<file path="config.mk">
export PLATFORM = sky130hd
export DESIGN_NAME = pse_ctrl
export DESIGN_NICKNAME = d
export VERILOG_FILES = /design/src/rtl/pse_pkg.sv /design/src/rtl/pse_ctrl.sv
export SDC_FILE = /design/constraint.sdc
export NUM_CORES = 1
export LEC_CHECK = 0
export BUFFER_PORTS_ARGS = -buffer_cell sky130_fd_sc_hd__buf_2
export CORE_MARGIN = 5
export CORE_UTILIZATION = 23
export CTS_CLUSTER_SIZE = 16
export DETAILED_ROUTE_END_ITERATION = 10
export GPL_TIMING_DRIVEN = 0
export PLACE_DENSITY = 0.51
export SYNTH_ARGS = -nofsm -noshare
export SYNTH_HDL_FRONTEND = slang
export SYNTH_SLANG_ARGS = --single-unit
</file>
<file path="constraint.sdc">
create_clock -name clk -period 1.5 [get_ports clk]
set_clock_uncertainty 0.1 [all_clocks]
set_input_delay 0.15 -clock clk [delete_from_list [all_inputs] [get_ports clk]]
set_output_delay 0.15 -clock clk [all_outputs]
set_load 0.01 [all_outputs]
</file>
<file path="src/rtl/pse_pkg.sv">
// Shared types and constants for the polyline stroke extruder.
// No dependencies.
`timescale 1ns / 1ps
`default_nettype none
package pse_pkg;
  localparam int InDataW = 96;
  localparam int OutDataW = 136;
  localparam logic CfgWidth = 1'b0;
  localparam logic CfgColor = 1'b1;
  localparam logic [31:0] WidthReset = 32'h0001_0000;
  localparam logic [31:0] ColorReset = 32'hFFFF_FFFF;

  // controller -> datapath
  typedef struct packed {
    logic load_in;     // capture the accepted point
    logic start_a;     // start offset work for the held point
    logic start_b;     // start offset work for the last point
    logic shift_hist;  // move held point to prior, input to held
  } pse_cmd_t;

  // datapath -> controller
  typedef struct packed {
    logic busy;
    logic done;
    logic nonzero;
    logic same_pt;     // input point equals the held point in x and z
  } pse_sts_t;
endpackage
`default_nettype wire

</file>
<file path="src/rtl/pse_ctrl.sv">
// Controller: sequences points through the datapath and emits vertices.
// Depends on pse_pkg.
`timescale 1ns / 1ps
`default_nettype none
module pse_ctrl (
  input  wire logic              clk,
  input  wire logic              rst,
  input  wire logic              in_valid,
  output logic                   in_ready,
  input  wire logic              in_last,
  output pse_pkg::pse_cmd_t      cmd,
  input  wire pse_pkg::pse_sts_t sts,
  output logic                   first_dir,
  output logic                   out_valid,
  input  wire logic              out_ready,
  output logic                   out_side,
  output logic                   out_last
);
  import pse_pkg::*;

  localparam logic [2:0] C_IDLE = 3'd0;
  localparam logic [2:0] C_RUNA = 3'd1;
  localparam logic [2:0] C_EMTA = 3'd2;
  localparam logic [2:0] C_RUNB = 3'd3;
  localparam logic [2:0] C_EMTB = 3'd4;
  localparam logic [2:0] C_WAIT = 3'd5;
  localparam logic [2:0] C_HOLD = 3'd6;

  logic [2:0] state;
  logic [1:0] seen;
  logic last_q, side, kick;

  assign in_ready = (state == C_IDLE);
  assign first_dir = (seen == 2'd1);
  assign out_valid = (state == C_EMTA) || (state == C_EMTB);
  assign out_side = side;
  // last vertex: side 1 of B, or side 1 of A if no B pair follows
  assign out_last = side && ((state == C_EMTB) || !last_q || sts.same_pt);

  always_comb begin
    cmd = '0;
    cmd.load_in = in_valid && in_ready;
    cmd.start_a = (state == C_WAIT) && !kick;
    cmd.start_b = (state == C_WAIT) && kick;
    // shift history on a first point, or on a finished held point if more follow
    cmd.shift_hist = (state == C_HOLD)
                  || ((state == C_RUNA) && sts.done && !sts.nonzero && !last_q)
                  || ((state == C_EMTA) && out_ready && side && !last_q);
  end

  always_ff @(posedge clk) begin
    if (rst) begin
      state <= C_IDLE;
      seen <= 2'd0;
      side <= 1'b0;
      last_q <= 1'b0;
      kick <= 1'b0;
    end else begin
      unique case (state)
        C_IDLE: if (in_valid) begin
          last_q <= in_last;
          if (seen == 2'd0) begin
            if (!in_last) begin
              seen <= 2'd1;
              state <= C_HOLD;
            end
          end else begin
            kick <= 1'b0;
            state <= C_WAIT;
          end
        end
        C_HOLD: state <= C_IDLE;
        C_WAIT: state <= kick ? C_RUNB : C_RUNA;
        C_RUNA: if (sts.done) begin
          side <= 1'b0;
          state <= sts.nonzero ? C_EMTA : (last_q ? C_WAIT : C_IDLE);
          kick <= last_q;
          if (!sts.nonzero && !last_q) seen <= 2'd2;
        end
        C_EMTA: if (out_ready) begin
          side <= ~side;
          if (side) begin
            kick <= last_q;
            state <= last_q ? C_WAIT : C_IDLE;
            if (!last_q) seen <= 2'd2;
          end
        end
        C_RUNB: if (sts.done) begin
          side <= 1'b0;
          state <= sts.nonzero ? C_EMTB : C_IDLE;
          if (!sts.nonzero) seen <= 2'd0;
        end
        C_EMTB: if (out_ready) begin
          side <= ~side;
          if (side) begin
            state <= C_IDLE;
            seen <= 2'd0;
          end
        end
        default: state <= C_IDLE;
      endcase
    end
  end
endmodule
`default_nettype wire

</file>
==> flow_metrics.env, run 1 <==
export IMPL_result_of_the_run="finished with violations"
export IMPL_failed_checks="negative setup slack"
export IMPL_worstHoldPathType="in2reg"
export IMPL_mostFrequentLayoutCells="16 x sky130_fd_sc_hd__buf_2, 15 x sky130_fd_sc_hd__buf_4, 12 x sky130_fd_sc_hd__nor2_1, 5 x sky130_fd_sc_hd__o21ai_1, 5 x sky130_fd_sc_hd__dfxtp_1"
export IMPL_drc_errors_left=0
export IMPL_slew_headroom=0.7333
export IMPL_detail_route_wirelength_mm=2.168
export IMPL_cts_root_to_sink_buffers=2
export IMPL_comb_power_share=0.770
export IMPL_synthesis_area_sq_um=713.2
export IMPL_cts_htree_levels=1
export IMPL_grt_pass1_vias=784
export IMPL_final_setup_worst_slack_ps=-77.66
export IMPL_sw_share=0.4239
export IMPL_area_share_of_the_leading_cell_type_in_the_synthesized_netlist=0.2246
export IMPL_worstSetupEndpointType="flip-flop"
export IMPL_fin_nets=135
export IMPL_crit_type="reg2reg"
export IMPL_areaGrowthSynthToFinish_pct=62.46
export IMPL_finish_cell_count_without_fillers=157
export IMPL_synth_avg_cell_area_sq_um=8.198
export IMPL_grt_pass1_wl_mm=3.532
export IMPL_finalSetupTns_ps=-356.3
export IMPL_async_reset_ff_frac=0
export IMPL_finalCriticalPeriod_ps=1578
export IMPL_cp_data_required_time_ps=1570
export IMPL_post_drt_via_cell_ratio=5.076
export IMPL_layout_worst_path_cycle_share=1.052
export IMPL_number_of_enable_type_register_cells_in_the_synthesized_netlist=0
export IMPL_multiInputGateArea_sq_um=581.8
export IMPL_worstPathCellList="buf_6 -> buf_12 -> xnor2_4 -> o32a_1 -> o211ai_2 -> nand3b_1 -> o31ai_1"
export IMPL_route_detailed_wl_per_inst_um=13.81
export IMPL_worst_endpoint_arrival_ps=1650
export IMPL_yosys_top_cells_area="sky130_fd_sc_hd__dfxtp_1 22%, sky130_fd_sc_hd__nor2_1 6.3%, sky130_fd_sc_hd__a221oi_2 4.2%, sky130_fd_sc_hd__buf_4 3.2%, sky130_fd_sc_hd__nand3b_1 3.2%"
export IMPL_postSynthRegisterBits=8
export IMPL_starting_drt_drc_count=57
export IMPL_globalRouteOverflowTotal=0
export IMPL_port_buffer_count=15
export IMPL_dpl_worst_slack_ps=-72.47
export IMPL_timing_worst_slew_pin_value_ps=400.0
export IMPL_syn_inst=87
export IMPL_grt_setup_unrepaired="true"
export IMPL_clkLatencyLatePin_ps=250
export IMPL_total_switching_power_mw=0.9969
export IMPL_setup_viol_count_final=7
export IMPL_place_congestion=0.7949
export IMPL_core_rowCount=20
export IMPL_postSynth_topFlopCell="sky130_fd_sc_hd__dfxtp_1"
export IMPL_sequentialPowerShare=0.160
export IMPL_layout_area_seq_sq_um=168.9
export IMPL_drive_above_1_share=0.5081
export IMPL_core_region_area_sq_um=3003
export IMPL_root_buffer="sky130_fd_sc_hd__clkbuf_4"
export IMPL_grt_antenna_before_repair=0
export IMPL_worstPathMaxFanout=5
export IMPL_yosysWarnings=0
export IMPL_die_width_um=65.69
export IMPL_grt_start_max_net_pins=10
export IMPL_netlist_cell_type_count=45
export IMPL_yosys_area_top_type="sky130_fd_sc_hd__dfxtp_1"
export IMPL_net_count_after_synthesis=96
export IMPL_power_per_cell_area_nw_per_um2=2030
export IMPL_p_int_mw=1.355
export IMPL_antenna_left=0
export IMPL_antenna_diode_count=0
export IMPL_die_height_um=65.69
export IMPL_placed_cells=135
export IMPL_critical_path_max_stage_delay_ps=400
export IMPL_layout_commonest_cell="sky130_fd_sc_hd__buf_2"
export IMPL_hold_path_startpoint="in_last"
export IMPL_cts_inserted_buffers=3
export IMPL_timing_hold_violations_final=0
export IMPL_drv_max_cap_violation_count=0
export IMPL_place_hpwl_mm=1.404
export IMPL_startpoint_type="flip-flop"
export IMPL_cts_tree="built"
export IMPL_boundaryPins=18
export IMPL_detail_route_first_pass_iterations=4
export IMPL_crit_buf_inv=2
export IMPL_ir_worst_vdd_mv=0.3928
export IMPL_clkSlewWorstSetupHoldPaths_ps=60
export IMPL_num_vias=797
export IMPL_cts_sink_count=8
export IMPL_finalMaxSlewViolations=0
export IMPL_max_clock_freq_mhz=633.9
export IMPL_timing_rr_start="state[1]"
export IMPL_grt_usage=0.1045
export IMPL_crit_path_top_delay_cell="sky130_fd_sc_hd__o32a_1"
export IMPL_power_static_leakage_nw=0.4964
export IMPL_setup_worst_path_start="state[1]"
export IMPL_floorplan_initialDensity=0.2375
export IMPL_fp_dieArea_sq_um=4315
export IMPL_finalCoreUtilization=0.3858
export IMPL_num_fill_cells=308
export IMPL_gate_family_responsible_for_the_most_delay_along_the_worst_path="compound AO/OA/AOI/OAI gates"
export IMPL_synth_sequential_area_ratio=0.2246
export IMPL_share_clk_of_total_power=0.070
[stage by stage]
stage	power, mW	hold slack (ps)	cell area, sq um
3_5_place_dp	1.534	334.2	829.5
2_1_floorplan	1.267	197.2	713.2
6_report	2.352	74.39	1159
5_1_grt	2.527	103.3	1159
3_3_place_gp	1.539	322.4	829.5
4_1_cts	2.080	73.33	1046
[worst register-to-register path, cell delays in order (launching register included)]
cell	delay [ps]
sky130_fd_sc_hd__dfxtp_2	320
sky130_fd_sc_hd__buf_6	130
sky130_fd_sc_hd__buf_12	120
sky130_fd_sc_hd__xnor2_4	150
sky130_fd_sc_hd__o32a_1	400
sky130_fd_sc_hd__o211ai_2	110
sky130_fd_sc_hd__nand3b_1	100
sky130_fd_sc_hd__o31ai_1	70
[what timing repair did]
action	CTS	global route
buffers inserted	14	5
endpoints found under the setup margin	6	13
pin swaps	7	12
cloned	1	0
hold buffers	0	0
resized for setup	22	12
[cells in the mapped netlist (all sizes together), types with 2 or more instances]
master and n:
buf 7, o21ai 5, xnor2 2, a21boi 2, inv 4, a31oi 2, dfxtp 8, and2 2
a21o 2, a21oi 5, nand3b 3, a221oi 2, nand2 3, nor2 13, nand2b 2, nor3b 2
mux2i 2, o32a 2
[power by group through the flow]
stage | combinational, mW | clock, mW | sequential [mW]
after detailed placement | 1.20 | 0 | 0.335
final | 1.81 | 0.165 | 0.376
after global routing | 1.95 | 0.188 | 0.391
after floorplan | 0.943 | 0 | 0.324
after CTS | 1.56 | 0.174 | 0.348
after global placement | 1.20 | 0 | 0.334
[kinds of logic (layout without fill, tap and decap cells)]
kind of cell / Yosys count / after routing / synth area share
AO/OA/AOI/OAI: 29 / 29 / 0.3246
XOR/XNOR: 3 / 3 / 0.04738
buffers and inverters: 11 / 48 / 0.08771
flip-flops: 8 / 8 / 0.2246
multiplexers: 3 / 3 / 0.04386
AND/OR/NAND/NOR: 33 / 33 / 0.2719
[registers in the layout, summed over array words and instances, names as in the netlist]
| signal | count |
|---|---|
| state | 3 |
| out_side | 1 |
| kick | 1 |
| last_q | 1 |
| seen | 2 |
[path summary, 6_finish.rpt]
check                               end  depth (start not counted)  slack [ps]
worst max-delay path            seen[0]                          7         -80
worst max register to register  seen[0]                          7         -80
worst min-delay path             last_q                          3          70
worst min register to register  seen[0]                          2         460
[routing by layer]
layer / routed length (um) / track usage / share of wire
met1: 956 / 0.1214 / 0.44
met2: 1064 / 0.1777 / 0.49
met3: 114 / 0.01880 / 0.053
met4: 33 / 0.05959 / 0.015
met5: 0 / 0 / 0
[cell type report]
type                    instances  area share
well taps                      33     0.03564
plain buffers                   6     0.06156
multi-input cells              68      0.5022
clock buffers                   3     0.01944
repair buffers                 35      0.2203
inverters                       4     0.01512
flip-flops and latches          8      0.1458
Power figures use the tool's default switching activity.
==> run 2: changes to the inputs <==
Clock period 1.5 ns to 1.4 ns, I/O delays scaled along.
==> flow_metrics.env, run 2 (synthesis gave the netlist of run 1 again) <==
export IMPL_result_of_the_run="finished with violations"
export IMPL_failed_checks="negative setup slack"
export IMPL_power_per_cell_area_nw_per_um2=2240
export IMPL_total_switching_power_mw=1.065
export IMPL_num_vias=790
export IMPL_reg2reg_slack_ps=-130
export IMPL_clkLatencyLatePin_ps=250
export IMPL_fin_nets=133
export IMPL_layout_worst_path_cycle_share=1.131
export IMPL_reg2reg_to="seen[1]"
export IMPL_comb_power_share=0.778
export IMPL_root_buffer="sky130_fd_sc_hd__clkbuf_4"
export IMPL_sw_share=0.4227
export IMPL_core_rowCount=20
export IMPL_mostFrequentLayoutCells="15 x sky130_fd_sc_hd__buf_4, 13 x sky130_fd_sc_hd__buf_2, 11 x sky130_fd_sc_hd__nor2_1, 6 x sky130_fd_sc_hd__buf_6, 5 x sky130_fd_sc_hd__dfxtp_1"
export IMPL_setup_viol_count_final=15
export IMPL_antenna_diode_count=0
export IMPL_layout_commonest_cell="sky130_fd_sc_hd__buf_4"
export IMPL_sequentialPowerShare=0.152
export IMPL_post_drt_via_cell_ratio=5.097
export IMPL_largest_registers="state (3), seen (2)"
export IMPL_ff2ff_path_depth=7
export IMPL_hold_path_cell_count=3
export IMPL_cts_root_to_sink_buffers=2
export IMPL_timing_hold_violations_final=0
export IMPL_detail_route_wirelength_mm=2.149
export IMPL_route_detailed_wl_per_inst_um=13.86
export IMPL_finalCriticalPeriod_ps=1583
export IMPL_cts_sink_count=8
export IMPL_starting_drt_drc_count=23
export IMPL_grt_setup_unrepaired="true"
export IMPL_drv_max_cap_violation_count=0
export IMPL_finalHoldWorstSlack_ps=60.57
export IMPL_finalMaxSlewViolations=0
export IMPL_share_clk_of_total_power=0.070
export IMPL_max_clock_freq_mhz=631.8
export IMPL_fp_dieArea_sq_um=4315
export IMPL_worst_endpoint_arrival_ps=1340
export IMPL_grt_pass1_vias=728
export IMPL_finalCoreUtilization=0.3746
export IMPL_grt_usage=0.1011
export IMPL_place_congestion=0.7915
export IMPL_post_layout_total_power_mw=2.519
export IMPL_timing_rr_start="state[1]"
export IMPL_cts_inserted_buffers=3
export IMPL_drc_errors_left=0
export IMPL_holdBufCountCts=0
export IMPL_dpl_worst_slack_ps=-118.9
export IMPL_die_height_um=65.69
export IMPL_port_buffer_count=15
export IMPL_registers_top_by_ff_count="state"
export IMPL_cp_data_required_time_ps=1160
export IMPL_detail_route_first_pass_iterations=4
export IMPL_ir_worst_vdd_mv=0.8144
export IMPL_timing_worst_slew_pin_value_ps=413.5
export IMPL_power_static_leakage_nw=0.4863
export IMPL_areaGrowthSynthToFinish_pct=57.72
export IMPL_grt_start_max_net_pins=11
export IMPL_p_int_mw=1.454
export IMPL_startpoint_type="flip-flop"
export IMPL_drive_above_1_share=0.5000
export IMPL_largest_register_ff_count=3
export IMPL_worstPathMaxFanout=8
export IMPL_grt_antenna_before_repair=0
export IMPL_num_fill_cells=310
export IMPL_cts_htree_levels=1
export IMPL_min_delay_worst_endpoint="last_q"
export IMPL_worstSetupEndpointType="output port"
export IMPL_hold_path_startpoint="in_last"
export IMPL_antenna_left=0
export IMPL_place_hpwl_mm=1.418
export IMPL_crit_type="reg2out"
export IMPL_slew_headroom=0.7208
export IMPL_cts_tree="built"
export IMPL_worstHoldPathType="in2reg"
export IMPL_die_width_um=65.69
export IMPL_boundaryPins=18
export IMPL_grt_pass1_wl_mm=3.339
export IMPL_floorplan_initialDensity=0.2375
export IMPL_globalRouteOverflowTotal=0
export IMPL_clkSlewWorstSetupHoldPaths_ps=50
export IMPL_final_setup_worst_slack_ps=-182.7
export IMPL_core_region_area_sq_um=3003
run 2: changes by cell type in the layout (fill, tap and decap cells not counted), sizes merged:
cell  previous run  this run
buf             41        39
run 2: power groups by stage:
stage / Clock (mW) / Sequential, mW / Combinational (mW)
4_1_cts: 0.191 / 0.367 / 1.66
2_1_floorplan: 0 / 0.349 / 1.04
5_1_grt: 0.205 / 0.395 / 2.12
3_3_place_gp: 0 / 0.359 / 1.33
3_5_place_dp: 0 / 0.358 / 1.33
6_report: 0.175 / 0.384 / 1.96
run 2: area by class of cell:
class                      count  area [sq um]  share of cell area
clock buffer                   3         22.52             0.02002
inverter                       4         15.01             0.01335
timing repair buffer          33         251.5              0.2236
buffer                         6         67.56             0.06007
tap                           33         41.29             0.03671
multi-input combinational     68         560.5              0.4983
sequential                     8         166.4              0.1479
run 2: critical path, cell delays in order (launching register included):
cell and delay (ps):
sky130_fd_sc_hd__dfxtp_4 370, sky130_fd_sc_hd__buf_6 140, sky130_fd_sc_hd__nand4b_1 190, sky130_fd_sc_hd__o31a_1 130, sky130_fd_sc_hd__o21ai_1 110, sky130_fd_sc_hd__buf_2 140
run 2: worst max path at each step:
stage	cells past startpoint	slack [ps]	end	startpoint
detailed placement	6	-120	state[2]	state[0]
CTS	6	-200	cmd[0]	state[1]
floorplan	6	10	kick	state[1]
global route	6	-300	cmd[0]	state[1]
finish	5	-180	cmd[0]	state[0]
global placement	6	-120	seen[1]	state[0]
run 2: per-stage QoR:
stage	instances	area, sq um	TNS [ps]
after floorplan	87	725.7	0
after global placement	135	842.1	-710.2
after detailed placement	135	842.1	-748.5
after CTS	150	1020	-1658
after global routing	155	1125	-2670
final	155	1125	-1383
run 2: metal layers:
layer / GRT usage / up-vias / part of all wire
met5: 0 / - / 0
met4: 0.07772 / 0 / 0.013
met3: 0.01368 / 2 / 0.030
met2: 0.1577 / 15 / 0.48
met1: 0.1238 / 376 / 0.47
li1: - / 397 / -
run 2: repair_timing:
item | 4_1_cts | 5_1_grt
buffers inserted | 12 | 6
hold endpoints to repair | 0 | 0
resized for setup | 18 | 10
cloned | 0 | 0
pin swaps | 8 | 5
endpoints found under the setup margin | 13 | 15
